### src/rtl/core/urlx_pkg.sv
// types, character codes and helper functions shared by the url prefix extractor
package urlx_pkg;

   localparam logic [7:0] CH_H     = 8'h68;
   localparam logic [7:0] CH_T     = 8'h74;
   localparam logic [7:0] CH_P     = 8'h70;
   localparam logic [7:0] CH_S     = 8'h73;
   localparam logic [7:0] CH_COLON = 8'h3a;
   localparam logic [7:0] CH_NUL   = 8'h00;

   localparam logic [2:0] PRE_NONE  = 3'd0;
   localparam logic [2:0] PRE_HTTP  = 3'd5;
   localparam logic [2:0] PRE_HTTPS = 3'd6;

   typedef enum logic [6:0] {
      ST_IDLE = 7'b0000001,
      ST_H    = 7'b0000010,
      ST_T1   = 7'b0000100,
      ST_T2   = 7'b0001000,
      ST_P    = 7'b0010000,
      ST_S    = 7'b0100000,
      ST_URL  = 7'b1000000
   } state_type;

   // results caused by one input character, in order: prefix, character, marker
   typedef struct packed {
      logic [2:0] pre_len;
      logic       has_char;
      logic [7:0] ch;
      logic       has_mark;
      logic       mark_cut;
   } burst_type;

   function automatic logic is_legal(input logic [7:0] c);
      logic [7:0] f;
      logic       ok;
      f = c;
      if (c >= 8'h41 && c <= 8'h5a) begin
         f = c + 8'h20;
      end
      ok = (f >= 8'h61 && f <= 8'h7a) || (f >= 8'h30 && f <= 8'h39);
      case (f)
         8'h2e, 8'h2f, 8'h5c, 8'h7e, 8'h23, 8'h25, 8'h26, 8'h28,
         8'h29, 8'h5f, 8'h2d, 8'h2b, 8'h3d, 8'h3b, 8'h3f: begin
            ok = 1'b1;
         end
         default: begin
         end
      endcase
      return ok;
   endfunction

   function automatic logic [7:0] prefix_char(input logic [2:0] idx, input logic with_s);
      logic [7:0] r;
      case (idx)
         3'd0: begin
            r = CH_H;
         end
         3'd1, 3'd2: begin
            r = CH_T;
         end
         3'd3: begin
            r = CH_P;
         end
         3'd4: begin
            r = with_s ? CH_S : CH_COLON;
         end
         default: begin
            r = CH_COLON;
         end
      endcase
      return r;
   endfunction

   function automatic logic [2:0] burst_count(input burst_type b);
      return 3'(b.pre_len + 3'(b.has_char) + 3'(b.has_mark));
   endfunction

endpackage

### src/rtl/core/urlx_matcher.sv
// prefix match state and per-character result burst decode
module urlx_matcher
   import urlx_pkg::*;
(
   input  logic       clock,
   input  logic       reset,
   input  logic [7:0] in_char,
   input  logic       line_last,
   input  logic       accept,
   output burst_type  burst
);

   state_type state_ff;
   state_type state_in;
   state_type nxt;
   logic      ended;

   always_comb begin
      burst    = '0;
      ended    = 1'b0;
      nxt      = ST_IDLE;
      case (state_ff)
         ST_H: begin
            nxt = (in_char == CH_T) ? ST_T1 : ST_IDLE;
         end
         ST_T1: begin
            nxt = (in_char == CH_T) ? ST_T2 : ST_IDLE;
         end
         ST_T2: begin
            nxt = (in_char == CH_P) ? ST_P : ST_IDLE;
         end
         ST_P, ST_S: begin
            if (in_char == CH_COLON) begin
               burst.pre_len = (state_ff == ST_S) ? PRE_HTTPS : PRE_HTTP;
               nxt           = ST_URL;
            end else if (state_ff == ST_P && in_char == CH_S) begin
               nxt = ST_S;
            end else begin
               nxt = ST_IDLE;
            end
         end
         ST_URL: begin
            if (is_legal(in_char)) begin
               burst.has_char = 1'b1;
               burst.ch       = in_char;
               nxt            = ST_URL;
            end else begin
               burst.has_mark = 1'b1;
               ended          = 1'b1;
               nxt            = (in_char == CH_H) ? ST_H : ST_IDLE;
            end
         end
         default: begin
            nxt = (in_char == CH_H) ? ST_H : ST_IDLE;
         end
      endcase
      state_in = nxt;
      if (line_last) begin
         if (nxt == ST_URL && !ended) begin
            burst.has_mark = 1'b1;
            burst.mark_cut = 1'b1;
         end
         state_in = ST_IDLE;
      end
   end

   always_ff @(posedge clock) begin
      if (reset) begin
         state_ff <= ST_IDLE;
      end else if (accept) begin
         state_ff <= state_in;
      end
   end

endmodule

### src/rtl/core/url_prefix_extractor_unit.sv
// top level: url prefix extractor with burst emitter and registered result stage
// Takes one character per transfer and gives the url characters and end markers
// it causes. A character that yields zero or one result is taken every cycle
// while the result side keeps up. The colon completing an "http:" or "https:"
// prefix yields up to seven results, sent one per cycle from a burst register
// while the result side keeps up; the input then holds off until the last of
// them leaves. Results leave through a result register loaded from the burst
// register.
module url_prefix_extractor_unit
   import urlx_pkg::*;
(
   input  logic       clock,
   input  logic       reset,
   input  logic       req_tvalid,
   output logic       req_tready,
   input  logic [7:0] req_tdata,   // in_char
   input  logic       req_tlast,   // line_last
   output logic       rsp_tvalid,
   input  logic       rsp_tready,
   output logic [7:0] rsp_tdata,   // out_char
   output logic [2:0] rsp_tuser,   // char_valid, url_done, cut_by_line_end
   output logic       rsp_tlast    // run_last
);

   burst_type  new_burst;
   burst_type  burst_ff;
   logic       busy_ff;
   logic [2:0] idx_ff;
   logic       accept;
   logic       out_free;
   logic       emit;
   logic       item_last;
   logic [2:0] total;

   logic       rsp_valid_ff;
   logic [7:0] rsp_char_ff;
   logic [2:0] rsp_user_ff;
   logic       rsp_last_ff;
   logic [7:0] item_char;
   logic [2:0] item_user;

   urlx_matcher u_matcher (
      .clock     (clock),
      .reset     (reset),
      .in_char   (req_tdata),
      .line_last (req_tlast),
      .accept    (accept),
      .burst     (new_burst)
   );

   assign total      = burst_count(burst_ff);
   assign item_last  = (idx_ff == 3'(total - 3'd1));
   assign out_free   = !rsp_valid_ff || rsp_tready;
   assign emit       = busy_ff && out_free;
   assign req_tready = !busy_ff || (emit && item_last);
   assign accept     = req_tvalid && req_tready;

   always_comb begin
      if (idx_ff < burst_ff.pre_len) begin
         item_char = prefix_char(idx_ff, burst_ff.pre_len == PRE_HTTPS);
         item_user = 3'b001;
      end else if (burst_ff.has_char && idx_ff == burst_ff.pre_len) begin
         item_char = burst_ff.ch;
         item_user = 3'b001;
      end else begin
         item_char = CH_NUL;
         item_user = {burst_ff.mark_cut, 1'b1, 1'b0};
      end
   end

   // burst register
   always_ff @(posedge clock) begin
      if (reset) begin
         busy_ff <= 1'b0;
         idx_ff  <= 3'd0;
      end else if (accept) begin
         busy_ff <= (burst_count(new_burst) != 3'd0);
         idx_ff  <= 3'd0;
      end else if (emit) begin
         if (item_last) begin
            busy_ff <= 1'b0;
         end
         idx_ff <= 3'(idx_ff + 3'd1);
      end
   end

   always_ff @(posedge clock) begin
      if (accept) begin
         burst_ff <= new_burst;
      end
   end

   // result register
   always_ff @(posedge clock) begin
      if (reset) begin
         rsp_valid_ff <= 1'b0;
      end else if (emit) begin
         rsp_valid_ff <= 1'b1;
      end else if (rsp_tready) begin
         rsp_valid_ff <= 1'b0;
      end
   end

   always_ff @(posedge clock) begin
      if (emit) begin
         rsp_char_ff <= item_char;
         rsp_user_ff <= item_user;
         rsp_last_ff <= item_last;
      end
   end

   assign rsp_tvalid = rsp_valid_ff;
   assign rsp_tdata  = rsp_char_ff;
   assign rsp_tuser  = rsp_user_ff;
   assign rsp_tlast  = rsp_last_ff;

endmodule
### config.mk
export PLATFORM = sky130hd
export DESIGN_NAME = url_prefix_extractor_unit
export DESIGN_NICKNAME = d
export VERILOG_FILES = /design/src/rtl/core/urlx_pkg.sv /design/src/rtl/core/urlx_matcher.sv /design/src/rtl/core/url_prefix_extractor_unit.sv
export SDC_FILE = /design/constraint.sdc
export NUM_CORES = 1
export LEC_CHECK = 0
export ABC_CLOCK_PERIOD_IN_PS = 4100
export BUFFER_PORTS_ARGS = -buffer_cell sky130_fd_sc_hd__buf_2
export CORE_ASPECT_RATIO = 0.9
export CORE_MARGIN = 5
export CORE_UTILIZATION = 40
export CTS_BUF_LIST = sky130_fd_sc_hd__clkbuf_8 sky130_fd_sc_hd__clkbuf_16
export CTS_CLUSTER_DIAMETER = 40
export DETAILED_ROUTE_END_ITERATION = 7
export PLACE_DENSITY = 0.56
export SLEW_MARGIN = 0
export SYNTH_ARGS = -nofsm -noshare
export SYNTH_HDL_FRONTEND = slang
export SYNTH_HIERARCHICAL = 1
export SYNTH_SLANG_ARGS = --single-unit
### constraint.sdc
create_clock -name clock -period 4.1 [get_ports clock]
set_clock_uncertainty 0.15 [all_clocks]
set_input_delay 0 -clock clock [delete_from_list [all_inputs] [get_ports clock]]
set_output_delay 0 -clock clock [all_outputs]
set_load 0.1 [all_outputs]
# Word level (Yosys, flattened, before mapping)
# Cells that the tools add are included.
[word_totals] output_inout_bits=14 reg_bits=38 elab_cells=120 in_bits=13
[classes] reduce_logical=27 n_addsub=7 order_cmp=7 muxes=32 n_eq_ne=34
[op_table] operator="== test 8 x 6 -> 1 bit, second input constant" n=13
[op_table] operator="== test 8 x 7 -> 1 bit, second input constant" n=7
[op_table] operator="one-hot mux 7 bit (5 select lines)" n=1
[op_table] operator="2-to-1 mux 8 bit" n=4
[op_table] operator="2-to-1 mux 7 bit" n=4
[op_table] operator="one-hot mux 7 bit (4 select lines)" n=1
[op_table] operator="greater-or-equal comparator 8 x 7 -> 1 bit, second input constant" n=2
[op_table] operator="<= comparator 8 x 7 -> 1 bit, second input constant" n=2
[op_table] operator="OR reduction 15 bit" n=1
[op_table] operator="== test 7 bit, second input constant" n=2
[op_table] operator="adder 3 x 1 -> 3 bit" n=4
[op_table] operator="2-to-1 mux 10 bit" n=1
[op_table] operator="2-to-1 mux 2 bit" n=5
[op_table] operator="logical AND 1 bit" n=9
[op_table] operator="2-to-1 mux 1 bit" n=9
[op_table] operator="2-to-1 mux 3 bit" n=3
[op_table] operator="2-to-1 mux 9 bit" n=1
[op_table] operator="adder 8 x 6 -> 8 bit, second input constant" n=1
[op_table] operator="greater-or-equal comparator 8 x 6 -> 1 bit, second input constant" n=1
[op_table] operator="<= comparator 8 x 6 -> 1 bit, second input constant" n=1
[op_table] operator="OR reduction 2 bit" n=4
[op_table] operator="== test 7 x 2 -> 1 bit, second input constant" n=1
[op_table] operator="== test 7 x 3 -> 1 bit, second input constant" n=1
[op_table] operator="== test 7 x 4 -> 1 bit, second input constant" n=1
[op_table] operator="18 further kinds" n=28

# Logic depth before layout (Yosys ltp)
# Gate-level depths: netlist (run 1).
[depth] word_depth=18 ltp_mapped=17 mapped_depth_nobuf=16

# By module
# The synthesis (run 1) kept the hierarchy.
[by_module_without_submodules] mod="url_prefix_extractor_unit" instances=1 cells_per_inst=116 area_each_um2=1542.7 seq_area_each_um2=880.8
[by_module_without_submodules] mod="urlx_matcher" instances=1 cells_per_inst=128 area_each_um2=969.7 seq_area_each_um2=140.1

# Worst setup path before layout (run 1)
# No wires, ideal clock.
[synth_timing] path_kind="flip-flop to flip-flop" from="register burst_ff[11] (netlist bit)" to="register u_matcher.state_ff[0]" setup_slack_ns=-0.488 setup_ns=0.122 t_required_ns=3.828 period_less_slack_ns=4.588 path_buffers=1 arrival_ns=4.316 stages_incl_launch_ff=17 cell_sequence="edfxtp_1 -> inv_1 -> ha_1 -> inv_1 -> ha_1 -> inv_1 -> fa_1 -> xor2_2 -> xnor2_2 -> o31ai_4 -> and2_1 -> clkbuf_1 -> nor2b_1 -> nor2b_1 -> nand3_1 -> a221o_1 -> o32a_1"
[synth_between] elab_chain_len=7
[synth_lines] element="start, declared" line="url_prefix_extractor_unit.sv:26" rtl="burst_type burst_ff;"
[synth_lines] element="start signal, assigned" line="url_prefix_extractor_unit.sv:89" rtl="burst_ff <= new_burst;"
[synth_lines] element="adder 3 x 1 -> 3 bit (2 in a row)" line="urlx_pkg.sv:76" rtl="return 3'(b.pre_len + 3'(b.has_char) + 3'(b.has_mark));"
[synth_lines] element="subtractor 3 x 1 -> 3 bit" line="url_prefix_extractor_unit.sv:52" rtl="assign item_last = (idx_ff == 3'(total - 3'd1));"
[synth_lines] element="== test 3 bit" line="url_prefix_extractor_unit.sv:52"
[synth_lines] element="logical AND 1 bit" line="url_prefix_extractor_unit.sv:55" rtl="assign req_tready = !busy_ff || (emit && item_last);"
[synth_lines] element="logical OR 1 bit" line="url_prefix_extractor_unit.sv:55"
[synth_lines] element="net req_tready" line="url_prefix_extractor_unit.sv:15" rtl="output logic req_tready,"
[synth_lines] element="logical AND 1 bit" line="url_prefix_extractor_unit.sv:56" rtl="assign accept = req_tvalid && req_tready;"
[synth_lines] element="net accept" line="url_prefix_extractor_unit.sv:29" rtl="logic accept;"
[synth_lines] element="end signal, assigned" line="urlx_matcher.sv:71" rtl="state_ff <= state_in;"
[synth_lines] element="end, declared" line="urlx_matcher.sv:13" rtl="state_type state_ff;"
# The timed path passes the listed nets, and every way through them passes these cells.
# A chain may end at the register's enable or synchronous reset.

==> results_dict.tcl, run 1 <==
set metrics [dict create \
    drive_gt1_share_pct 22.26 \
    regArea_um2 1021 \
    dr.pass1.iters 4 \
    grt_max_degree 24 \
    leakage_uw 0.001119 \
    syn_area_um2 2512 \
    clockRootBuffer "clkbuf_8" \
    dpl.cell_count 343 \
    fmax_mhz 270.5 \
    pin_count 27 \
    combPwrFrac_pct 8.6 \
    place.gp.congestion 0.7919 \
    cpPeakStageDelay_ns 0.55 \
    ant_nets 0 \
    hold_path_class "input pin to flip-flop" \
    htree_levels 2 \
    avgSynthCellArea_um2 10.30 \
    die_w_um 93.54 \
    intPower_uw 688.9 \
    ys.flop_type "edfxtp_1" \
    grt_util_all_layers_pct 13.22 \
    cts_setup_buffers 0 \
    p_clk_share_pct 44.3 \
    vdd_ir_drop_max_mv 0.08985 \
    totalWireLength_mm 4.874 \
    routed-via-count 1844 \
    numCtsBuffers 5 \
    timing.critical_path.arrival_ns 3.74 \
    swShare_pct 21.65 \
    core_area_um2 6115 \
    start_util_pct 41.09 \
    fp-row-count 27 \
    min_period_ns 3.697 \
    cp_cell_sequence "or2_1 -> or4_4 -> nor4b_2 -> or3_1 -> nand3_1 -> a21o_1 -> fa_1 -> ha_1 -> xor2_1 -> o31ai_1 -> a21oi_1 -> dlygate4sd3_1" \
    power_frac_seq_pct 47.1 \
    place.port_buffers 26 \
    drc 0 \
    critPathSlowestCell "dlygate4sd3_1" \
    power_density_nw_per_um2 303.2 \
    insertion_delay_ns 0.29 \
    report.final.slew_viol_count 0 \
    die_h_um 85.19 \
    clock-sinks 38 \
    critPathMaxFanout 7 \
    final.fill_count 587 \
    n_antenna_cell 0 \
    cp_num_buf_inv 1 \
    max-cap-violations 0 \
    cp_top_family "simple AND/OR/NAND/NOR gates" \
    wl_met2_mm 2.266 \
    switchingPower_uw 190.3 \
    area_growth_pct 15.44 \
    met1_length_mm 2.342 \
    overflow 0 \
    drt_iter0_drc 44 \
    fin_crit_sh_pct 90.17 \
    crit_required_ns 4.14 \
    worstMarginPinSlew_ns 1.231 \
    outcome "completed" \
    rsz0062_at_grt "false" \
    yosysUniqueCellTypes 64 \
    grt_pass1_vias 1789 \
    max_slew_margin_pct 17.64 \
    finalSetupTns_ns 0 \
    wl_met3_um 216 \
    dieArea_um2 7968 \
    synthCells 244 \
    fin_cells 361 \
    worstSetupStartpointType "flip-flop" \
    synth_edf_count 26 \
    yosys_warnings 6 \
    top_layer_used "met4" \
    layout_common_cells "26 x edfxtp_1, 26 x buf_2, 19 x nor2_1" \
    via_per_inst 5.108 \
    finalNetCount 300 \
    multi_input_area_um2 1354 \
    postLayoutCoreUtil_pct 47.43 \
    finalHoldViolations 0 \
    tritoncts "done" \
    crit_type "flip-flop to flip-flop" \
    hpwl_mm 3.592 \
    setup_violations 0 \
    grt_antenna_before_repair 0 \
    grt_pass1_wl_mm 8.411 \
    clock_path_buffers 2 \
    cts.reportedPaths.clkPinSlew_ns 0.08 \
    wl_per_cell_um 13.50 \
    synth_seq_cells 38 \
    syn_nets 271 \
    ys_seq_area_share_pct 40.64 \
    end_kind "flip-flop" \
    synthArstFlopShare_pct 0 \
]
-- path summary, 6_finish.rpt --
path	startpoint	slack [ns]	depth (start not counted)	to
worst max-delay path	u_matcher/state_ff[1]	0.40	12	busy_ff
worst min-delay path	req_tdata[1]	0.01	2	burst_ff[3]
worst max register to register	u_matcher/state_ff[1]	0.40	12	busy_ff
worst min register to register	burst_ff[7]	0.38	2	rsp_tdata[5]
-- power groups by stage --
stage / clock, uW / combinational, uW / sequential [uW]
floorplan: 0 / 57.2 / 422
global placement: 0 / 69.0 / 423
detailed placement: 0 / 68.8 / 423
CTS: 398 / 75.5 / 415
global route: 413 / 84.8 / 415
finish: 389 / 75.4 / 414
-- per-stage QoR --
step                      instance area (um2)  setup WS [ns]  power, uW  hold slack [ns]
final                                    2900         0.4029      879.2          0.01391
after global routing                     2900         0.1396      912.8          0.02887
after CTS                                2900         0.3869      887.7         0.004228
after detailed placement                 2663         0.7804      492.2           0.1671
after global placement                   2663         0.7892      492.1           0.1687
after floorplan                          2540       -0.07562      479.7         -0.08093
-- layout make-up --
class | count | area share, %
sequential | 38 | 35.20
clock buffer | 5 | 2.373
inverter | 11 | 1.424
multi-input combinational | 180 | 46.68
timing repair buffer | 37 | 8.197
tap | 87 | 3.753
clock inverter | 3 | 2.373
-- timing repair --
item,4_1_cts,5_1_grt
hold endpoints to repair,15,0
hold buffers,10,0
resized for setup,0,0
-- worst register-to-register path, cell delays in order (launching register included) --
cell and delay (ns):
dfxtp_1 0.37, or2_1 0.27, or4_4 0.44, nor4b_2 0.28
or3_1 0.18, nand3_1 0.08, a21o_1 0.21, fa_1 0.41
ha_1 0.19, xor2_1 0.16, o31ai_1 0.20, a21oi_1 0.09
dlygate4sd3_1 0.55
-- cell usage after synthesis, drive strengths merged, types with 4 or more instances --
master   n  area (um2)
o31ai    4       43.79
nor4     4       37.53
inv     11       41.29
nor2    19       71.32
o21ai    7       35.03
nand2   16       60.06
mux2i    7       70.07
xnor2    5       58.81
dfxtp   12       240.2
ha      12       150.1
xor2     5       51.30
nand3    6       30.03
nand2b   6       37.54
edfxtp  26       780.8
and2     9       73.82
and3     6       37.54
clkbuf   4       15.01
buf     11       98.83
a21oi   11       55.05
nor2b    7       43.79
nor3b    5       42.54
nor3     7       40.04
-- cell families (layout without fill, tap and decap cells) --
kind of cell | after synthesis | after routing | synth area share [%]
muxes | 8 | 8 | 3.237
DFF | 38 | 38 | 40.64
and+or+nand+nor | 109 | 109 | 26.99
buffers and inverters | 26 | 56 | 6.175
AOI/OAI and AO/OA | 38 | 38 | 10.86
other | 1 | 1 | 0.1493
xor gates and xnor gates | 10 | 10 | 4.383
adders and majority gates | 14 | 14 | 7.570
-- flip-flops by register name (all words and copies together) (netlist names) --
| signal | flops |
|---|---|
| rsp_tdata | 8 |
| rsp_tlast | 1 |
| busy_ff | 1 |
| rsp_tuser | 3 |
| u_matcher/state_ff | 7 |
| burst_ff | 14 |
| idx_ff | 3 |
| rsp_tvalid | 1 |
-- layer usage --
metal | vias up | track usage, %
met3 | 5 | 3.457
met1 | 847 | 17.46
met4 | 0 | 3.806
li1 | 943 | -
met5 | - | 0
met2 | 49 | 21.36
No activity file was read; power rests on OpenSTA's default activity.
==> inputs of run 2 (changes only) <==
--- a/config.mk
+++ b/config.mk
@@ -14,6 +14,7 @@
 export CTS_CLUSTER_DIAMETER = 40
 export DETAILED_ROUTE_END_ITERATION = 7
 export PLACE_DENSITY = 0.56
+export RECOVER_POWER = 100
 export SLEW_MARGIN = 0
 export SYNTH_ARGS = -nofsm -noshare
 export SYNTH_HDL_FRONTEND = slang
==> results_dict.tcl, run 2 (synthesized netlist as in run 1, its figures left out) <==
set metrics [dict create \
    timing.critical_path.arrival_ns 3.75 \
    combPwrFrac_pct 8.2 \
    wl_per_cell_um 13.52 \
    via_per_inst 5.116 \
    end_kind "flip-flop" \
    fin_cells 361 \
    layout_common_cells "26 x edfxtp_1, 19 x nor2_1, 16 x nand2_1" \
    critPathMaxFanout 7 \
    ant_nets 0 \
    crit_start "u_matcher/state_ff[1]" \
    worstHoldPathCells 2 \
    vdd_ir_drop_max_mv 0.08985 \
    p_clk_share_pct 44.4 \
    rr_worst_depth 12 \
    grt_pass1_wl_mm 8.411 \
    grt_max_degree 24 \
    design_area_um2 2836 \
    worstMarginPinSlew_ns 1.237 \
    finalHoldViolations 0 \
    grt_pass1_vias 1789 \
    tritoncts "done" \
    dpl-instance-area_um2 2663 \
    start_util_pct 41.09 \
    min_period_ns 3.717 \
    grt_antenna_before_repair 0 \
    max-cap-violations 0 \
    dp_slack_ns 0.7804 \
    outcome "completed" \
    drc 0 \
    place.port_buffers 26 \
    finalNetCount 300 \
    layout_commonest_cell "edfxtp_1" \
    routed-via-count 1847 \
    clockRootBuffer "clkbuf_8" \
    clock_path_buffers 2 \
    totalWireLength_mm 4.881 \
    numCtsBuffers 5 \
    cts.reportedPaths.clkPinSlew_ns 0.08 \
    dr.pass1.iters 4 \
    core_area_um2 6115 \
    timing.final.ws_setup_ns 0.3828 \
    crit_type "flip-flop to flip-flop" \
    area_growth_pct 12.90 \
    switchingPower_uw 186.0 \
    drt_iter0_drc 47 \
    cts_setup_buffers 0 \
    worstSetupStartpointType "flip-flop" \
    hold_path_class "input pin to flip-flop" \
    max_slew_margin_pct 17.26 \
    fp-row-count 27 \
    die_h_um 85.19 \
    fmax_mhz 269.0 \
    insertion_delay_ns 0.29 \
    dieArea_um2 7968 \
    hpwl_mm 3.592 \
    crit_required_ns 4.14 \
    rr_startpoint "u_matcher/state_ff[1]" \
    finalSetupTns_ns 0 \
    intPower_uw 687.0 \
    htree_levels 2 \
    die_w_um 93.54 \
    rsz0062_at_grt "false" \
    leakage_uw 0.001055 \
    fin_crit_sh_pct 90.66 \
    setup_violations 0 \
    largest_reg_flops 14 \
    overflow 0 \
    swShare_pct 21.31 \
    report.final.slew_viol_count 0 \
    post_cts_resized 0 \
    clock-sinks 38 \
    n_antenna_cell 0 \
    drive_gt1_share_pct 14.96 \
    power_density_nw_per_um2 307.8 \
    grt_util_all_layers_pct 13.22 \
    place.gp.congestion 0.7919 \
    power_frac_seq_pct 47.5 \
    top_register "burst_ff" \
    pin_count 27 \
    min-delay-start "req_tdata[1]" \
    dpl.cell_count 343 \
    holdBufCountCts 10 \
    final.fill_count 602 \
]
[run 2: cell count changes in the layout (fill, tap and decap cells not counted), moves of 3 or more]
cell	delta
buf_2	-14
and2_0	+3
and2_4	-8
and2_2	+6
clkbuf_1	+14
[run 2: worst max-delay path: stages (launching register included)]
cell and delay (ns):
dfxtp_1 0.37, or2_0 0.27, or4_4 0.45, nor4b_2 0.28, or3_1 0.18, nand3_1 0.08, a21o_1 0.21, fa_1 0.41
ha_1 0.19, xor2_1 0.16, o31ai_1 0.20, a21oi_1 0.09, dlygate4sd3_1 0.57
[run 2: layout make-up]
type                            instances  area (um2)  share of cell area, %
Timing Repair Buffer                   37       220.2                  7.764
Sequential cell                        38        1021                  35.99
Tap cell                               87       108.9                  3.838
Clock buffer                            5       68.82                  2.426
Multi-Input combinational cell        180        1308                  46.10
Inverter                               11       41.29                  1.456
Clock inverter                          3       68.82                  2.426
[run 2: worst paths after layout]
check / slack [ns] / end
max reg2reg: 0.38 / busy_ff
min reg2reg: 0.38 / rsp_tdata[5]
max: 0.38 / busy_ff
min: 0.02 / burst_ff[3]
[run 2: power by group through the flow]
stage               Clock [uW]  Combinational, uW  Sequential [uW]
finish                     387               71.3              414
global route               413               80.4              415
floorplan                    0               57.2              422
CTS                        398               75.5              415
global placement             0               69.0              423
detailed placement           0               68.8              423
[run 2: metrics by stage]
step                      hold WS, ns  power (uW)  util (%)
final                         0.01616       873.0     46.39
after global routing          0.03660       908.4     46.39
after CTS                    0.004228       887.7     47.43
after detailed placement       0.1671       492.2     43.54
after global placement         0.1687       492.1     43.54
after floorplan              -0.08093       479.7         -
[run 2: routing by layer]
| metal | up-vias | wire (um) | GRT usage (%) |
|---|---|---|---|
| li1 | 938 | - | - |
| met5 | - | 0 | 0 |
| met4 | 0 | 48 | 3.806 |
| met3 | 5 | 222 | 3.457 |
| met2 | 44 | 2280 | 21.36 |
| met1 | 860 | 2329 | 17.46 |
